### src/design/crsr_pkg.sv
// Shared types, widths and codes of the Catmull-Rom stereo resampler.
// Used by all modules but the port checker; depends on nothing else.
package crsr_pkg;

    localparam int SAMPLE_BITS = 24;
    localparam int FRAC_BITS   = 24;
    localparam int RATIO_W     = 29;
    localparam int POS_W       = 29;

    // Coefficient and partial-result widths of one cubic evaluation.
    localparam int A_W       = SAMPLE_BITS + 3;
    localparam int B_W       = SAMPLE_BITS + 4;
    localparam int C_W       = SAMPLE_BITS + 1;
    localparam int H_W       = SAMPLE_BITS + 5;
    localparam int N_W       = SAMPLE_BITS + 29;
    localparam int RES_W     = N_W - FRAC_BITS - 1;
    localparam int PROD_A_W  = FRAC_BITS + 1 + A_W;
    localparam int PROD_H_W  = FRAC_BITS + 1 + H_W;

    localparam int PIPE_DEPTH = 6;
    localparam int CFG_IDX_W  = 2;
    localparam int CFG_DATA_W = RATIO_W;
    localparam int CHAN_W     = 2;
    localparam int FRAMES_W   = 2;

    localparam logic [RATIO_W-1:0]  RATIO_MIN   = RATIO_W'(1) << (FRAC_BITS - 4);
    localparam logic [RATIO_W-1:0]  RATIO_MAX   = RATIO_W'(1) << (FRAC_BITS + 4);
    localparam logic [RATIO_W-1:0]  RATIO_RESET = RATIO_W'(1) << FRAC_BITS;
    localparam logic [POS_W:0]      POS_ONE     = (POS_W + 1)'(1) << FRAC_BITS;
    localparam logic [CHAN_W-1:0]   CHAN_MONO   = CHAN_W'(1);
    localparam logic [CHAN_W-1:0]   CHAN_STEREO = CHAN_W'(2);
    localparam logic [FRAMES_W-1:0] FRAMES_FULL = FRAMES_W'(3);

    typedef enum logic [CFG_IDX_W-1:0] {
        REG_RATE_RATIO,
        REG_FOLD_TO_MONO,
        REG_OUTPUT_CHANNELS,
        REG_SOURCE_CHANNELS
    } cfg_reg_t;

    typedef enum logic [1:0] {
        ST_IDLE,
        ST_LOAD,
        ST_RUN,
        ST_DRAIN
    } state_t;

    typedef logic signed [SAMPLE_BITS-1:0] sample_t;
    typedef logic [3:0][SAMPLE_BITS-1:0]   window_t;
    typedef logic signed [N_W-1:0]         num_t;

    typedef struct packed {
        logic load;
        logic en;
    } lane_ctl_t;

    typedef struct packed {
        logic fold;
        logic copy;
    } mode_t;

    typedef struct packed {
        logic valid;
        logic last;
    } pipe_ctl_t;

endpackage

### src/design/crsr_merge.sv
// Merging stage: rounds the lane numerators, folds to mono or copies, and saturates.
// Depends on crsr_pkg; fed by the two crsr_lane instances.
module crsr_merge
    import crsr_pkg::*;
(
    input  mode_t   mode,
    input  num_t    num_left,
    input  num_t    num_right,
    output sample_t left,
    output sample_t right
);

    logic signed [N_W:0]       fold_sum;
    logic signed [N_W-1:0]     left_rnd, right_rnd;
    logic signed [RES_W-1:0]   fold_val, left_val, right_val;
    sample_t                   left_sat, right_sat, fold_sat;

    function automatic sample_t saturate(input logic signed [RES_W-1:0] v);
        logic [RES_W-SAMPLE_BITS:0] top;
        sample_t                    res;
        top = v[RES_W-1:SAMPLE_BITS-1];
        if ((&top) || !(|top))
            res = v[SAMPLE_BITS-1:0];
        else if (v[RES_W-1])
            res = {1'b1, {(SAMPLE_BITS-1){1'b0}}};
        else
            res = {1'b0, {(SAMPLE_BITS-1){1'b1}}};
        return res;
    endfunction

    assign fold_sum  = (N_W + 1)'(num_left) + (N_W + 1)'(num_right)
                     + ((N_W + 1)'(1) <<< (FRAC_BITS + 1));
    assign left_rnd  = num_left + (N_W'(1) <<< FRAC_BITS);
    assign right_rnd = num_right + (N_W'(1) <<< FRAC_BITS);

    assign fold_val  = $signed(fold_sum[N_W:FRAC_BITS+2]);
    assign left_val  = $signed(left_rnd[N_W-1:FRAC_BITS+1]);
    assign right_val = $signed(right_rnd[N_W-1:FRAC_BITS+1]);

    assign fold_sat  = saturate(fold_val);
    assign left_sat  = saturate(left_val);
    assign right_sat = saturate(right_val);

    assign left  = mode.fold ? fold_sat : left_sat;
    assign right = mode.fold ? fold_sat : (mode.copy ? left_sat : right_sat);

endmodule

### config.mk
export PLATFORM = sky130hd
export DESIGN_NAME = crsr_merge
export DESIGN_NICKNAME = d
export VERILOG_FILES = /design/src/design/crsr_pkg.sv /design/src/design/crsr_merge.sv
export SDC_FILE = /design/constraint.sdc
export NUM_CORES = 1
export LEC_CHECK = 0
export BUFFER_PORTS_ARGS = -buffer_cell sky130_fd_sc_hd__buf_2
export CAP_MARGIN = 20
export CORE_ASPECT_RATIO = 0.6
export CORE_UTILIZATION = 46
export DETAILED_ROUTE_END_ITERATION = 16
export PLACE_DENSITY = 0.72
export SLEW_MARGIN = 30
export SYNTH_ARGS = -nofsm -noshare
export SYNTH_HDL_FRONTEND = slang
export SYNTH_SLANG_ARGS = --single-unit
### constraint.sdc
create_clock -name vclk -period 3.9
set_input_delay 0.195 -clock vclk [all_inputs]
set_output_delay 0.195 -clock vclk [all_outputs]
set_load 0.005 [all_outputs]
==> results_dict.tcl <==
set metrics [dict create \
    syn-cell-area_mm2 0.00568 \
    fin_crit_ns 3.85 \
    crit_arrival_ns 3.66 \
    placed_cells 1169 \
    required_ns 3.70 \
    vias 7313 \
    yosysSeqAreaShare_pct 0 \
    final_cells 1180 \
    die_w_um 146 \
    worstMarginPinSlew_ns 0.708 \
    ios 156 \
    antenna_left 0 \
    met2_usage_pct 44.4 \
    use_met1_pct 50.0 \
    critPathCaptureType "primary output" \
    setup_viol 0 \
    finalMaxSlewViolations 0 \
    synth_xor_area_share_pct 10.9 \
    rows 31 \
    wl_per_cell_um 18.9 \
    grt_max_degree 29 \
    gp_congestion 1.04 \
    synthCells 816 \
    hold_viol_final 0 \
    vias_per_cell 6.20 \
    design.seq.count 0 \
    slowest_delay_ns 0.41 \
    drt_wl_total_um 22200 \
    grt-busiest-layer "met1" \
    fin_nets 1230 \
    n_clock_buffer 0 \
    grtUsageTotal_pct 32.0 \
    cts_hold_buf 0 \
    syn2layout_area_growth_pct 32.2 \
    drt_iter0_drc 722 \
    die_h_um 88.1 \
    cp_cell_sequence "buf_2 > ha_1 > ha_1 > nand4_1 > o21bai_1 > a211o_1 > a22o_1 > o211ai_1 > buf_4 > a21o_1 > o2111ai_2 > nor4_4 > nor2_4 > buf_6 > o211ai_1 > buf_2" \
    max_freq_mhz 259 \
    finalCritPeriodShare_pct 98.8 \
    start_util_pct 47.1 \
    ir_drop_mv 0.0836 \
    coreArea_mm2 0.0121 \
    firstDrtPassIters 6 \
    synthSimpleGateAreaFrac_pct 25.1 \
    relSlewSlack_pct 52.4 \
    outcome "finished, final reports clean" \
    rsz0062_at_grt "yes" \
    post-route-util_pct 62.3 \
    grt_pass1_wl_um 32700 \
    worstHoldPathType "input port to primary output" \
    syn_nets 1029 \
    hpwl_um 18100 \
    synth_compound_area_share_pct 35.6 \
    antenna_found_initial 0 \
    synth_top_family_by_area "compound AO/OA/AOI/OAI gates" \
    critPathLaunchType "input port" \
    drcViolationCount 0 \
    regArea_um2 0 \
    gr-usage-met3_pct 8.23 \
    finalPower_uw 1540 \
    leakage_uw 0.00336 \
    worstPathMaxFanout 8 \
    grt_pass1_vias 6008 \
    io_buffers 156 \
    avgSynthCellArea_um2 6.97 \
    post-place-ws_ns -0.104 \
    synthMuxAreaShare_pct 0.792 \
    layout-drive-gt1-share_pct 31.9 \
    p_per_area_mw_per_mm2 206 \
    cp_slowest_cell "nor4_4" \
    critPathKind "input port to primary output" \
    synth-adder-area-share_pct 23.1 \
    overflow 0 \
    setup_slack_ns 0.0461 \
    yosysWarnings 0 \
    synth.distinct_cells 70 \
    drv_cap 0 \
    fillers 1086 \
    diodes 0 \
    die_area_mm2 0.0128 \
]
==> area by class of cell <==
type	count	area [um^2]	share of cell area (%)
well taps	165	206	2.75
multi-input cells	761	5820	77.5
repair buffers	234	1410	18.7
inverters	20	77.6	1.03
==> synth_stat cells, drive strengths merged (5+ instances only) <==
master | number | area (um^2)
a21oi | 110 | 558
ha | 105 | 1310
nand2 | 92 | 348
o21ai | 66 | 334
nor2 | 60 | 228
xnor2 | 36 | 330
o211ai | 34 | 330
xor2 | 33 | 289
nand4 | 30 | 206
nand3 | 26 | 130
inv | 20 | 75.1
buf | 19 | 119
clkbuf | 17 | 63.8
a211o | 16 | 140
nor3 | 15 | 75.1
a21o | 12 | 90.1
o21a | 12 | 90.1
and3 | 11 | 68.8
and4 | 8 | 70.1
nor4 | 8 | 86.3
o21bai | 7 | 52.6
or3 | 7 | 43.8
nand2b | 6 | 37.5
a31oi | 5 | 31.3
and2 | 5 | 31.3
or2 | 5 | 33.8
==> cells by family after synthesis <==
family                   after synthesis
adder cells (fa/ha/maj)              105
AO/OA/AOI/OAI                        300
buffers and inverters                 56
AND/OR/NAND/NOR                      282
multiplexers                           4
XOR/XNOR                              69
==> layer usage <==
metal,part of all wire (%),up-vias
met5,0,-
met4,0.78,0
met3,14,22
met2,38,483
met1,47,3301
li1,-,3507
==> path summary, 6_finish.rpt <==
check / start / to / depth (start not counted)
max: num_left[2] / right[5] / 16
min: mode[0] / right[23] / 5
==> metrics by stage <==
step / setup TNS (ns) / cell area, um^2 / hold slack (ns)
2_1_floorplan: 0 / 5680 / 0.551
3_3_place_gp: -0.103 / 7020 / 0.866
3_5_place_dp: -1.31 / 7020 / 0.870
4_1_cts: 0 / 7030 / 0.874
5_1_grt: -0.329 / 7510 / 0.907
6_report: 0 / 7510 / 0.881
==> critical path: cells and delay by family <==
kind	cells	cell delay, ns
AOI/OAI and AO/OA	7	1.58
adders and majority gates	2	0.59
buffers and inverters	4	0.62
and+or+nand+nor	3	0.67
==> power by group <==
| group | leakage (uW) | switching, uW | internal [uW] |
|---|---|---|---|
| Combinational | 0.00336 | 887 | 658 |
| Clock | 0 | 0 | 0 |
| Sequential | 0 | 0 | 0 |
| Total | 0.00336 | 887 | 658 |
==> what timing repair did <==
| item | 4_1_cts | 5_1_grt |
|---|---|---|
| resized for setup | 2 | 64 |
| buffers inserted | 0 | 10 |
| endpoints found under the setup margin | 27 | 45 |
| pin swaps | 0 | 33 |
| cloned | 0 | 1 |
==> placed cells by master, fill, tap and decap left out, types with 8 or more instances in the layout <==
master and n:
buf_2 154, nand2_1 90, nand4_1 27, and4_1 8, ha_4 22, nor2_1 58
xnor2_1 33, a21o_1 12, a21oi_1 97, a21oi_2 10, xor2_1 33, o211ai_1 19
ha_1 78, buf_4 75, o21ai_1 21, and3_1 11, o21ai_0 42, o211ai_2 15
inv_1 17, a211o_1 16, nand3_1 26, nor3_1 15, o21a_1 12
(Power assumes the default switching activity.)
